<file path="src/rtl/plcr_pkg.sv">
// Shared types and constants for the piecewise linear calibration ratio block.
// No dependencies; every other file in rtl/ imports this package.
package plcr_pkg;

  localparam int unsigned DATA_W = 32;
  localparam int unsigned SEG_W  = 6;
  localparam int unsigned PROD_W = 64;
  localparam int unsigned STEP_W = 7;

  localparam logic [STEP_W-1:0] DIV1_STEPS = 7'd64;
  localparam logic [STEP_W-1:0] DIV2_STEPS = 7'd48;

  typedef enum logic [1:0] {
    OP_CLEAR = 2'd0,
    OP_LOAD  = 2'd1,
    OP_EVAL  = 2'd2,
    OP_NONE  = 2'd3
  } opcode_e;

  typedef enum logic [1:0] {
    ST_OK    = 2'd0,
    ST_FULL  = 2'd1,
    ST_SHORT = 2'd2,
    ST_ZDIV  = 2'd3
  } status_e;

  typedef enum logic [2:0] {
    RD_FIRST,
    RD_LAST,
    RD_ONE,
    RD_HI_NEXT,
    RD_HI_M1,
    RD_HI
  } rd_sel_e;

  typedef enum logic [3:0] {
    S_IDLE,
    S_DISPATCH,
    S_CHK_FIRST,
    S_CHK_LAST,
    S_SCAN,
    S_RD_LO,
    S_RD_HI,
    S_WAIT_HI,
    S_DIFF,
    S_MUL,
    S_DIV1,
    S_DIV1_WAIT,
    S_CHK_NORM,
    S_DIV2_WAIT,
    S_RESULT
  } state_e;

  typedef struct packed {
    logic [1:0]               opcode;
    logic signed [DATA_W-1:0] x_value;
    logic signed [DATA_W-1:0] y_value;
  } plcr_in_t;

  typedef struct packed {
    logic signed [DATA_W-1:0] ratio;
    logic [1:0]               status;
    logic [SEG_W-1:0]         segment_index;
  } plcr_out_t;

  typedef struct packed {
    logic    capture;
    logic    clear_cnt;
    logic    write_pt;
    logic    rd_en;
    rd_sel_e rd_sel;
    logic    hi_one;
    logic    hi_last;
    logic    hi_inc;
    logic    lat_lo;
    logic    lat_hi;
    logic    diff;
    logic    mul;
    logic    div1_start;
    logic    norm;
    logic    div2_start;
    logic    fin;
    status_e fin_status;
    logic    fin_seg;
    logic    fin_ratio;
    logic    emit;
  } plcr_cmd_t;

  typedef struct packed {
    opcode_e op;
    logic    full;
    logic    short_tab;
    logic    x_le;
    logic    x_ge;
    logic    x_gt;
    logic    hi_lt_last;
    logic    dx_zero;
    logic    uq_big;
    logic    ynorm_zero;
    logic    div_done;
    logic    out_free;
  } plcr_sts_t;

endpackage

</file>
<file path="src/rtl/plcr_ctrl.sv">
// Controller state machine: sequences table access, search and both divisions.
// Depends on plcr_pkg; talks to plcr_dp through command and status structs.
module plcr_ctrl (
  input  logic                clk_i,
  input  logic                rst_ni,
  input  logic                in_valid_i,
  output logic                in_ready_o,
  input  plcr_pkg::plcr_sts_t sts_i,
  output plcr_pkg::plcr_cmd_t cmd_o
);
  import plcr_pkg::*;

  state_e state_q, state_d;

  always_ff @(posedge clk_i or negedge rst_ni) begin
    if (!rst_ni) begin
      state_q <= S_IDLE;
    end else begin
      state_q <= state_d;
    end
  end

  always_comb begin
    state_d = state_q;
    case (state_q)
      S_IDLE: begin
        if (in_valid_i) state_d = S_DISPATCH;
      end
      S_DISPATCH: begin
        if (sts_i.op == OP_EVAL && !sts_i.short_tab) state_d = S_CHK_FIRST;
        else state_d = S_RESULT;
      end
      S_CHK_FIRST: state_d = sts_i.x_le ? S_RD_LO : S_CHK_LAST;
      S_CHK_LAST:  state_d = sts_i.x_ge ? S_RD_LO : S_SCAN;
      S_SCAN: begin
        if (!(sts_i.hi_lt_last && sts_i.x_gt)) state_d = S_RD_LO;
      end
      S_RD_LO:   state_d = S_RD_HI;
      S_RD_HI:   state_d = S_WAIT_HI;
      S_WAIT_HI: state_d = S_DIFF;
      S_DIFF:    state_d = sts_i.dx_zero ? S_RESULT : S_MUL;
      S_MUL:     state_d = S_DIV1;
      S_DIV1:    state_d = S_DIV1_WAIT;
      S_DIV1_WAIT: begin
        if (sts_i.div_done) state_d = sts_i.uq_big ? S_RESULT : S_CHK_NORM;
      end
      S_CHK_NORM: state_d = sts_i.ynorm_zero ? S_RESULT : S_DIV2_WAIT;
      S_DIV2_WAIT: begin
        if (sts_i.div_done) state_d = S_RESULT;
      end
      S_RESULT: begin
        if (sts_i.out_free) state_d = S_IDLE;
      end
      default: state_d = S_IDLE;
    endcase
  end

  always_comb begin
    cmd_o      = '0;
    in_ready_o = 1'b0;
    case (state_q)
      S_IDLE: begin
        in_ready_o    = 1'b1;
        cmd_o.capture = in_valid_i;
      end
      S_DISPATCH: begin
        cmd_o.fin = 1'b1;
        case (sts_i.op)
          OP_CLEAR: cmd_o.clear_cnt = 1'b1;
          OP_LOAD: begin
            if (sts_i.full) cmd_o.fin_status = ST_FULL;
            else cmd_o.write_pt = 1'b1;
          end
          OP_EVAL: begin
            if (sts_i.short_tab) begin
              cmd_o.fin_status = ST_SHORT;
            end else begin
              cmd_o.fin    = 1'b0;
              cmd_o.rd_en  = 1'b1;
              cmd_o.rd_sel = RD_FIRST;
            end
          end
          default: cmd_o.fin_status = ST_OK;
        endcase
      end
      S_CHK_FIRST: begin
        if (sts_i.x_le) begin
          cmd_o.hi_one = 1'b1;
        end else begin
          cmd_o.rd_en  = 1'b1;
          cmd_o.rd_sel = RD_LAST;
        end
      end
      S_CHK_LAST: begin
        if (sts_i.x_ge) begin
          cmd_o.hi_last = 1'b1;
        end else begin
          cmd_o.hi_one = 1'b1;
          cmd_o.rd_en  = 1'b1;
          cmd_o.rd_sel = RD_ONE;
        end
      end
      S_SCAN: begin
        if (sts_i.hi_lt_last && sts_i.x_gt) begin
          cmd_o.hi_inc = 1'b1;
          cmd_o.rd_en  = 1'b1;
          cmd_o.rd_sel = RD_HI_NEXT;
        end
      end
      S_RD_LO: begin
        cmd_o.rd_en  = 1'b1;
        cmd_o.rd_sel = RD_HI_M1;
      end
      S_RD_HI: begin
        cmd_o.rd_en  = 1'b1;
        cmd_o.rd_sel = RD_HI;
        cmd_o.lat_lo = 1'b1;
      end
      S_WAIT_HI: cmd_o.lat_hi = 1'b1;
      S_DIFF: begin
        if (sts_i.dx_zero) begin
          cmd_o.fin        = 1'b1;
          cmd_o.fin_status = ST_ZDIV;
          cmd_o.fin_seg    = 1'b1;
        end else begin
          cmd_o.diff = 1'b1;
        end
      end
      S_MUL:  cmd_o.mul = 1'b1;
      S_DIV1: cmd_o.div1_start = 1'b1;
      S_DIV1_WAIT: begin
        if (sts_i.div_done) begin
          if (sts_i.uq_big) begin
            cmd_o.fin        = 1'b1;
            cmd_o.fin_status = ST_OK;
            cmd_o.fin_seg    = 1'b1;
          end else begin
            cmd_o.norm = 1'b1;
          end
        end
      end
      S_CHK_NORM: begin
        if (sts_i.ynorm_zero) begin
          cmd_o.fin        = 1'b1;
          cmd_o.fin_status = ST_ZDIV;
          cmd_o.fin_seg    = 1'b1;
        end else begin
          cmd_o.div2_start = 1'b1;
        end
      end
      S_DIV2_WAIT: begin
        if (sts_i.div_done) begin
          cmd_o.fin        = 1'b1;
          cmd_o.fin_status = ST_OK;
          cmd_o.fin_seg    = 1'b1;
          cmd_o.fin_ratio  = 1'b1;
        end
      end
      S_RESULT: cmd_o.emit = sts_i.out_free;
      default: cmd_o = '0;
    endcase
  end

endmodule

</file>
<file path="config.mk">
export PLATFORM = sky130hd
export DESIGN_NAME = plcr_ctrl
export DESIGN_NICKNAME = d
export VERILOG_FILES = /design/src/rtl/plcr_pkg.sv /design/src/rtl/plcr_ctrl.sv
export SDC_FILE = /design/constraint.sdc
export NUM_CORES = 1
export LEC_CHECK = 0
export ABC_AREA = 1
export BUFFER_PORTS_ARGS = -buffer_cell sky130_fd_sc_hd__buf_2
export CAP_MARGIN = 25
export CORE_MARGIN = 3
export CORE_UTILIZATION = 40
export CTS_BUF_LIST = sky130_fd_sc_hd__clkbuf_4
export DETAILED_ROUTE_END_ITERATION = 8
export PLACE_DENSITY = 0.8
export SYNTH_ARGS = -nofsm -noshare
export SYNTH_HDL_FRONTEND = slang
export SYNTH_SLANG_ARGS = --single-unit
</file>
<file path="constraint.sdc">
create_clock -name clk_i -period 1.17 [get_ports clk_i]
set_input_delay 0.117 -clock clk_i [delete_from_list [all_inputs] [get_ports clk_i]]
set_output_delay 0.117 -clock clk_i [all_outputs]
set_load 0.05 [all_outputs]
</file>
==> metrics.cfg, run 1 <==
[status]
status = stopped before the end
lastStage = clock tree synthesis (4_1_cts)
run.stop_error = [ERROR DPL-0038] Utilization greater than 100%, impossible to legalize

[floorplanning]
die_height_um = 47.7
starting_utilization_of_the_core_area = 0.440
io-pin-count = 40
fp-row-count = 14
die_w_um = 47.7

[synth]
synthesis.yosys.warnings = 0
synth-seq-area-share = 0.144
ys_seq_elements = 4
syn_avg_cell_area_um2 = 5.38
yosysUniqueCellTypes = 22
synth_top_cell_area_share = 0.200
syn_nets = 148
mappedNetlistArea_um2 = 694
synth_largest_area_cell = nand2_1
synthCells = 129
synth.area.top_cells = nand2_1, dfrtp_1, inv_1

[placed_design]
gp_congestion = 0.984
placement.setup.worst_slack_ps = -319
placed_cells = 208
place.port_buffers = 39
hpwlAfterDp_mm = 2.20

[clocking]
number_of_hold_buffers_added_after_cts = 1
number_of_buffers_on_the_longest_clock_path = 2
cts_num_sinks = 4
cts_root_buf = clkbuf_4
number_of_buffers_added_by_the_clock_tree_synthesis_step = 3
count_of_instances_resized_after_the_clock_tree_is_built = 80
cts_setup_buffers = 4
cts.htree.levels = 1

==> stage by stage <==
stage | setup TNS, ps | area [um2]
2_1_floorplan | -3740 | 863
3_5_place_dp | -5740 | 1260
3_3_place_gp | -5230 | 1260
==> synth_stat cells <==
| cell type | number |
|---|---|
| nand2_1 | 37 |
| inv_1 | 23 |
| nor2_1 | 17 |
| nand3_1 | 12 |
| inv_2 | 5 |
| nor2_2 | 5 |
| dfrtp_1 | 4 |
| nand2_2 | 4 |
| nor3_1 | 4 |
| ha_1 | 3 |
| o21ai_1 | 3 |
| nand3_2 | 2 |
| a21oi_1 | 1 |
| clkinv_1 | 1 |
| nand2_4 | 1 |
| nand3b_1 | 1 |
| nor2_4 | 1 |
| nor3_2 | 1 |
| nor3b_1 | 1 |
| o211ai_1 | 1 |
| o21ai_0 | 1 |
| o21ai_2 | 1 |
==> logic make-up after synthesis <==
logic type               count (synthesis)  share of synthesized area
buffers and inverters                   29                      0.157
adder cells (fa/ha/maj)                  3                     0.0541
AO/OA/AOI/OAI                            7                     0.0594
flip-flops                               4                      0.144
AND/OR/NAND/NOR                         86                      0.586
==> inputs of run 2 (changes only) <==
--- a/config.mk
+++ b/config.mk
@@ -8,11 +8,10 @@
 export ABC_AREA = 1
 export BUFFER_PORTS_ARGS = -buffer_cell sky130_fd_sc_hd__buf_2
 export CAP_MARGIN = 25
-export CORE_MARGIN = 3
-export CORE_UTILIZATION = 40
-export CTS_BUF_LIST = sky130_fd_sc_hd__clkbuf_4
+export CORE_AREA = 3 3 64 66
 export DETAILED_ROUTE_END_ITERATION = 8
-export PLACE_DENSITY = 0.8
+export DIE_AREA = 0 0 67 69
+export PLACE_DENSITY_LB_ADDON = 0.15
 export SYNTH_ARGS = -nofsm -noshare
 export SYNTH_HDL_FRONTEND = slang
 export SYNTH_SLANG_ARGS = --single-unit
==> constraint.sdc (replaced) <==
create_clock -name clk_i -period 1.5 [get_ports clk_i]
set_input_delay 0.15 -clock clk_i [delete_from_list [all_inputs] [get_ports clk_i]]
set_output_delay 0.15 -clock clk_i [all_outputs]
set_load 0.05 [all_outputs]
==> run 2 against run 1 <==
  * Synthesized area did not move
  * Synthesized cell count did not move
  * The flow now finishes, with violations (setup timing)
==> metrics.cfg, run 2 <==
[pwr]
power_switching_mw = 2.00
vdd_ir_drop_max_mv = 1.21
p_sw_frac = 0.532
seq_power_share = 0.077
total_leakage_power_nw = 0.959
power_density_nw_per_um2 = 2180
internal_power_mw = 1.76
share_clk_of_total_power = 0.058
comb_power_share = 0.865

[setup_path]
crit_arrival_ps = 1500
worst_ep_required_time_ps = 1350
setup.reg_to_reg.worst_slack_ps = 40
crit_path_start_kind = flop
end_kind = output port
worst-r2r-cell-count = 10
type_of_the_worst_setup_path = flop to output port
largest_fanout_on_the_critical_path = 5

[synth]
synth_largest_area_cell = nand2_1  ; unchanged
primary_ff_master_synth = dfrtp_1  ; unchanged
syn_nets = 148  ; unchanged
synth_top_cell_area_share = 0.200  ; unchanged
mappedNetlistArea_um2 = 694  ; unchanged
synthesis.yosys.warnings = 0  ; unchanged
synth-seq-area-share = 0.144  ; unchanged
synthCells = 129  ; unchanged
post_synth_most_frequent_cells = nand2_1, inv_1, nor2_1  ; unchanged
synth.area.top_cells = nand2_1, dfrtp_1, inv_1  ; unchanged
syn_avg_cell_area_um2 = 5.38  ; unchanged
ys_seq_elements = 4  ; unchanged
yosysUniqueCellTypes = 22  ; unchanged
synth.most_common_cell = nand2_1  ; unchanged
synth_enable_flop_cells = 0  ; unchanged
synthArstFlopShare = 1.00  ; unchanged

[sta]
timing.max_slew.rel_slack = 0.854
finalSetupViolCount = 13
timing_hold_violations_final = 0
layout_worst_path_cycle_share = 1.10
final.setup.worst_slack_ps = -155
timing.final.crit_period_ps = 1650
grt_setup_unrepaired = yes
timing.fmax_mhz = 604
timing_max_transition_violations_final = 0
tightestPinTransition_ps = 219
final.setup_skew_ps = 1.92

[global_route]
groute.usage.overall = 0.124
global_route_wire_length_before_repair_mm = 4.55
total_gr_overflow = 0
first_global_vias = 1043
grt_max_degree = 6
grt_antenna_before_repair = 0

[clocking]
cts_num_sinks = 4  ; unchanged
worstSkewPairLatency_ps = 210
cts_root_buf = clkbuf_8  ; was clkbuf_4
number_of_buffers_on_the_longest_clock_path = 2  ; unchanged
number_of_buffers_added_by_the_clock_tree_synthesis_step = 3  ; unchanged
clkTransAtPathRegs_ps = 30
tritoncts_clock_tree = done
cts.htree.levels = 1  ; unchanged

[detailed_routing]
drt_first_iter_violations = 23
vias = 1117
number_of_nets_with_antenna_violations_after_routing = 0
remaining_drc_errors = 0
post_drt_wl_per_cell_um = 11.5
route.final.wire_length_mm = 2.98
first_pass_iters = 4
vias_per_cell = 4.31

[layout]
layout-drive-gt1-share = 0.687
finalNetCount = 232
layout.cells.most_common_list = buf_4, nand2_1, buf_6, inv_1, buf_2
most_common_cell_after_layout_fill_and_taps_aside = buf_4
syn2layout_area_growth_pct = 149
final_cell_count_no_fill = 259
antenna_cells_inserted = 0
largest-register = state_q
reg.largest.list = state_q (4)
largest_register_ffs = 4

[floorplanning]
die_area_um2 = 4620
starting_utilization_of_the_core_area = 0.191  ; was 0.440
die_w_um = 67  ; was 47.7 um
fp-row-count = 22  ; was 14
design.core.area_um2 = 3630
io-pin-count = 40  ; unchanged
die_height_um = 69  ; was 47.7 um

[status]
status = finished with violations  ; was stopped before the end
failed_checks = setup timing

[run]
max_cap_viol_count = 0

[placed_design]
hpwlAfterDp_mm = 2.28  ; was 2.20 mm
gp_congestion = 0.834  ; was 0.984
placed_cells = 241  ; was 208
placement.setup.worst_slack_ps = -23.3  ; was -319 ps
place.port_buffers = 39  ; unchanged

[hold_path]
min-delay-path-class = input port to async pin

[run 2: cell counts after synthesis]
No cell type changed its count.
[run 2: cells by family after synthesis]
family	Yosys count	share of synthesized area
buf+inv	29	0.157
simple gates	86	0.586
compound gates	7	0.0594
flops	4	0.144
fa+ha+maj	3	0.0541
[run 2: area by class of cell]
| type | instances | area, um2 |
|---|---|---|
| fill | 380 | 1910 |
| timing repair buffer | 79 | 712 |
| multi-input combinational | 96 | 698 |
| inverter | 29 | 111 |
| sequential | 4 | 105 |
| tap | 48 | 60.1 |
| clock buffer | 3 | 41.3 |
[run 2: repair_timing]
item	4_1_cts	5_1_grt
pin swaps	8	10
endpoints found under the setup margin	25	27
resized for setup	74	46
hold buffers	1	0
setup buffers	8	7
hold endpoints to repair	4	0
[run 2: final timing paths]
| check | to | start |
|---|---|---|
| max in group asynchronous | state_q[1] | rst_ni |
| min reg2reg | state_q[3] | state_q[3] |
| min | state_q[2] | rst_ni |
| max | cmd_o[5] | state_q[2] |
| min in group clk_i | state_q[0] | sts_i[1] |
| max reg2reg | state_q[0] | state_q[2] |
[run 2: stage by stage]
stage | hold WS (ps) | area (um2) | setup TNS (ps) | power (mW) | util
floorplan | -146 | 753 | -1550 | 1.71 | -
global placement | -36.8 | 1200 | -173 | 2.54 | 0.329
detailed placement | -34.9 | 1200 | -66.2 | 2.53 | 0.329
CTS | 279 | 1540 | -1040 | 3.35 | 0.423
global route | 309 | 1730 | -2590 | 4.04 | 0.476
finish | 282 | 1730 | -1210 | 3.77 | 0.476
[run 2: critical path: stages (launching register included)]
cell and delay [ps]:
dfrtp_2 430, buf_6 140, nor2_4 180, nand2_2 90, o21ai_2 130, inv_2 90, nand3_2 90, buf_8 150
[run 2: power groups by stage]
stage | Sequential [mW] | Clock [mW] | Combinational (mW)
after floorplan | 0.264 | 0 | 1.45
after global placement | 0.237 | 0 | 2.30
after detailed placement | 0.237 | 0 | 2.29
after CTS | 0.266 | 0.225 | 2.86
after global routing | 0.297 | 0.237 | 3.50
final | 0.290 | 0.220 | 3.26
[run 2: routing by layer]
metal | track usage | vias to the layer above | wire, um
li1 | - | 559 | -
met1 | 0.157 | 510 | 1170
met2 | 0.211 | 44 | 1570
met3 | 0.0244 | 4 | 196
met4 | 0.0338 | 0 | 51
met5 | 0 | - | 0
No activity file was read; power rests on OpenSTA's default activity.
==> inputs of run 3 (changes only) <==
--- a/config.mk
+++ b/config.mk
@@ -5,7 +5,6 @@
 export SDC_FILE = /design/constraint.sdc
 export NUM_CORES = 1
 export LEC_CHECK = 0
-export ABC_AREA = 1
 export BUFFER_PORTS_ARGS = -buffer_cell sky130_fd_sc_hd__buf_2
 export CAP_MARGIN = 25
 export CORE_AREA = 3 3 64 66
==> run 3 against run 2 <==
  * The run still ends with setup timing left
  * Register-to-register slack got worse by 290 ps
  * Cell area increased by 10%
  * Non-clock buffer count increased by 10
  * Die area unchanged
  * Clock skew increased by 4.7 ps
  * Critical path depth decreased by 2
  * Sequential cell count unchanged
  * Global-route usage increased by 2.6 points
  * Sequential share of layout area decreased by 0.76 points
  * Synthesized cell count decreased by 22%
  * Via count increased by 2.5%
  * Fmax decreased by 10%
  * Critical path type unchanged
  * Largest power group unchanged
==> metrics.cfg, run 3 <==
[pwr]
vdd_ir_drop_max_mv = 0.967  ; was 1.21 mV
total_leakage_power_nw = 0.908  ; was 0.959 nW
power_density_nw_per_um2 = 2260  ; was 2180 nW/um2

[synth]
synth.area.top_cells = dfrtp_1, nor2_1, nand2_1  ; was nand2_1, dfrtp_1, inv_1
primary_ff_master_synth = dfrtp_1  ; unchanged
synth_top_cell_area_share = 0.146  ; was 0.200
syn_avg_cell_area_um2 = 6.80  ; was 5.38 um2
synth.most_common_cell = nor2_1  ; was nand2_1
synth_largest_area_cell = dfrtp_1  ; was nand2_1
synthCells = 101  ; was 129
ys_seq_elements = 4  ; unchanged
yosysUniqueCellTypes = 40  ; was 22
synthesis.yosys.warnings = 0  ; unchanged
syn_nets = 120  ; was 148
mappedNetlistArea_um2 = 687  ; was 694 um2
synthArstFlopShare = 1.00  ; unchanged
synth-seq-area-share = 0.146  ; was 0.144
post_synth_most_frequent_cells = nor2_1, nand2_1, a21oi_1  ; was nand2_1, inv_1, nor2_1
synth_enable_flop_cells = 0  ; unchanged

[setup_path]
timing.critical_path.slowest_stage_cell = dfrtp_2  ; unchanged
worst-r2r-cell-count = 6  ; was 10
critical_path.reg2reg.startpoint = state_q[2]  ; unchanged
worst_ep_required_time_ps = 1350  ; about the same
setup.reg_to_reg.worst_slack_ps = -250  ; was 40 ps
path_cells = mux2_4, and3_4, a41o_4, a21o_4, buf_6  ; was buf_6, nor2_4, nand2_2, o21ai_2, inv_2, nand3_2, buf_8
cpPeakStageDelay_ps = 430  ; about the same
timing.critical_path.depth = 5  ; was 7
critical_path_buf_inv_count = 1  ; was 3
crit_path_start_kind = flop  ; unchanged
critical_path_start = state_q[2]  ; unchanged
largest_fanout_on_the_critical_path = 4  ; was 5
crit_family = flip-flops  ; unchanged
end_kind = output port  ; unchanged
timing.rr.end = state_q[2]  ; was state_q[0]
worst_setup_path_endpoint = cmd_o[5]  ; unchanged
type_of_the_worst_setup_path = flop to output port  ; unchanged
crit_arrival_ps = 1690  ; was 1500 ps

[status]
failed_checks = setup timing  ; unchanged
status = finished with violations  ; unchanged

[global_route]
total_gr_overflow = 0  ; unchanged
groute.usage.overall = 0.150  ; was 0.124
first_global_vias = 1140  ; was 1043
global_route_wire_length_before_repair_mm = 5.42  ; was 4.55 mm
grt_max_degree = 14  ; was 6
grt_antenna_before_repair = 0  ; unchanged

[clocking]
cts_num_sinks = 4  ; unchanged
number_of_buffers_on_the_longest_clock_path = 2  ; unchanged
number_of_buffers_added_by_the_clock_tree_synthesis_step = 3  ; unchanged
tritoncts_clock_tree = done  ; unchanged
cts_root_buf = clkbuf_8  ; unchanged
cts.htree.levels = 1  ; unchanged
worstSkewPairLatency_ps = 230  ; was 210 ps
clkTransAtPathRegs_ps = 40  ; was 30 ps

[detailed_routing]
vias_per_cell = 4.89  ; was 4.31
post_drt_wl_per_cell_um = 14.7  ; was 11.5 um
remaining_drc_errors = 0  ; unchanged
route.final.wire_length_mm = 3.43  ; was 2.98 mm
vias = 1145  ; was 1117
drt_first_iter_violations = 55  ; was 23
number_of_nets_with_antenna_violations_after_routing = 0  ; unchanged
first_pass_iters = 4  ; unchanged

[floorplanning]
fp-row-count = 22  ; unchanged
io-pin-count = 40  ; unchanged
design.core.area_um2 = 3630  ; unchanged
die_area_um2 = 4620  ; unchanged
starting_utilization_of_the_core_area = 0.189  ; was 0.191
die_w_um = 67  ; unchanged
die_height_um = 69  ; unchanged

[sta]
final.setup_skew_ps = 6.63  ; was 1.92 ps
layout_worst_path_cycle_share = 1.23  ; was 1.10
timing.final.crit_period_ps = 1840  ; was 1650 ps
grt_setup_unrepaired = yes  ; unchanged
tightestPinTransition_ps = 510  ; was 219 ps
timing_hold_violations_final = 0  ; unchanged
timing.fmax_mhz = 543  ; was 604 MHz
final.setup.worst_slack_ps = -342  ; was -155 ps
finalSetupViolCount = 25  ; was 13
timing.max_slew.rel_slack = 0.660  ; was 0.854
finalHoldWorstSlack_ps = 256  ; was 282 ps
finalSetupTns_ps = -4950  ; was -1210 ps
timing_max_transition_violations_final = 0  ; unchanged

[layout]
syn2layout_area_growth_pct = 177  ; was 149%
layout.cells.most_common_list = buf_4, buf_6, buf_2, buf_8  ; was buf_4, nand2_1, buf_6, inv_1, buf_2
largest-register = state_q  ; unchanged
reg.largest.list = state_q (4)  ; unchanged
largest_register_ffs = 4  ; unchanged
layout.core_utilization = 0.524  ; was 0.476
antenna_cells_inserted = 0  ; unchanged
layout-drive-gt1-share = 0.758  ; was 0.687
finalNetCount = 207  ; was 232
most_common_cell_after_layout_fill_and_taps_aside = buf_4  ; unchanged

[run]
max_cap_viol_count = 0  ; unchanged

[placed_design]
place.port_buffers = 39  ; unchanged
gp_congestion = 0.810  ; was 0.834
hpwlAfterDp_mm = 2.52  ; was 2.28 mm

[hold_path]
min-delay-path-class = input port to async pin  ; unchanged

run 3: cell types whose count changed in the layout (fill, tap and decap cells not counted), sizes merged, moves of 4 or more:
cell / before / now
inv: 29 / 6
and3: 0 / 5
a21oi: 1 / 7
nand2: 42 / 11
buf: 78 / 88
nand2b: 0 / 4
nor2: 23 / 12
nand3: 14 / 0
run 3: final cells by class:
cell class,instances,area (um2)
clock buffers,3,41.3
fillers,346,1730
inverters,6,30.0
multi-input cells,84,866
flip-flops and latches,4,101
well taps,48,60.1
repair buffers,89,807
run 3: layer usage:
layer / wire, um / GRT usage / vias up / part of all wire
met5: 0 / 0 / - / 0
met4: 54 / 0.0541 / 0 / 0.016
met3: 150 / 0.0114 / 5 / 0.044
met2: 1830 / 0.262 / 37 / 0.53
met1: 1400 / 0.188 / 560 / 0.41
li1: - / - / 543 / -
run 3: power by group:
part | switching, mW | total, mW | leakage, nW | internal, mW
combinational | 1.98 | 3.82 | 0.841 | 1.84
clock | 0.0666 | 0.239 | 0.0216 | 0.172
sequential | 0.0711 | 0.244 | 0.0456 | 0.173
run 3: per-stage QoR:
step           area (um2)  instances  setup WS [ps]  power (mW)
2_1_floorplan         940        101           -150        2.23
3_3_place_gp         1380        217           -201        3.05
3_5_place_dp         1380        217           -177        3.05
4_1_cts              1720        228           -340        3.87
5_1_grt              1910        234           -365        4.53
6_report             1910        234           -342        4.30
run 3: kinds of logic (layout without fill, tap and decap cells):
| family | count (synthesis) | after routing | share of synthesized area |
|---|---|---|---|
| xor gates and xnor gates | 1 | 1 | 0.0128 |
| muxes | 2 | 2 | 0.0310 |
| adders and majority gates | 3 | 3 | 0.0547 |
| AOI/OAI and AO/OA | 28 | 28 | 0.293 |
| DFF | 4 | 4 | 0.146 |
| and+or+nand+nor | 50 | 50 | 0.388 |
| buffers and inverters | 13 | 98 | 0.0747 |
run 3: worst min path at each step:
stage	start	end	slack, ps	cells past startpoint
floorplan	rst_ni	state_q[0]	-150	0
global placement	rst_ni	state_q[1]	-40	1
detailed placement	rst_ni	state_q[0]	-40	1
CTS	rst_ni	state_q[3]	260	2
global route	rst_ni	state_q[3]	290	2
finish	rst_ni	state_q[3]	260	2
run 3: timing repair:
action,CTS,global route
hold buffers,1,0
resized for setup,70,31
endpoints found under the hold margin,4,0
setup buffers,7,6
setup endpoints to repair,27,28
pin swaps,6,10
run 3: worst reg2reg max path, cell delays in order, from the launching register on:
cell and delay, ps:
dfrtp_2 430, buf_4 160, nand2b_4 70, or3_4 230
inv_8 50, or3_4 390, o41a_1 300
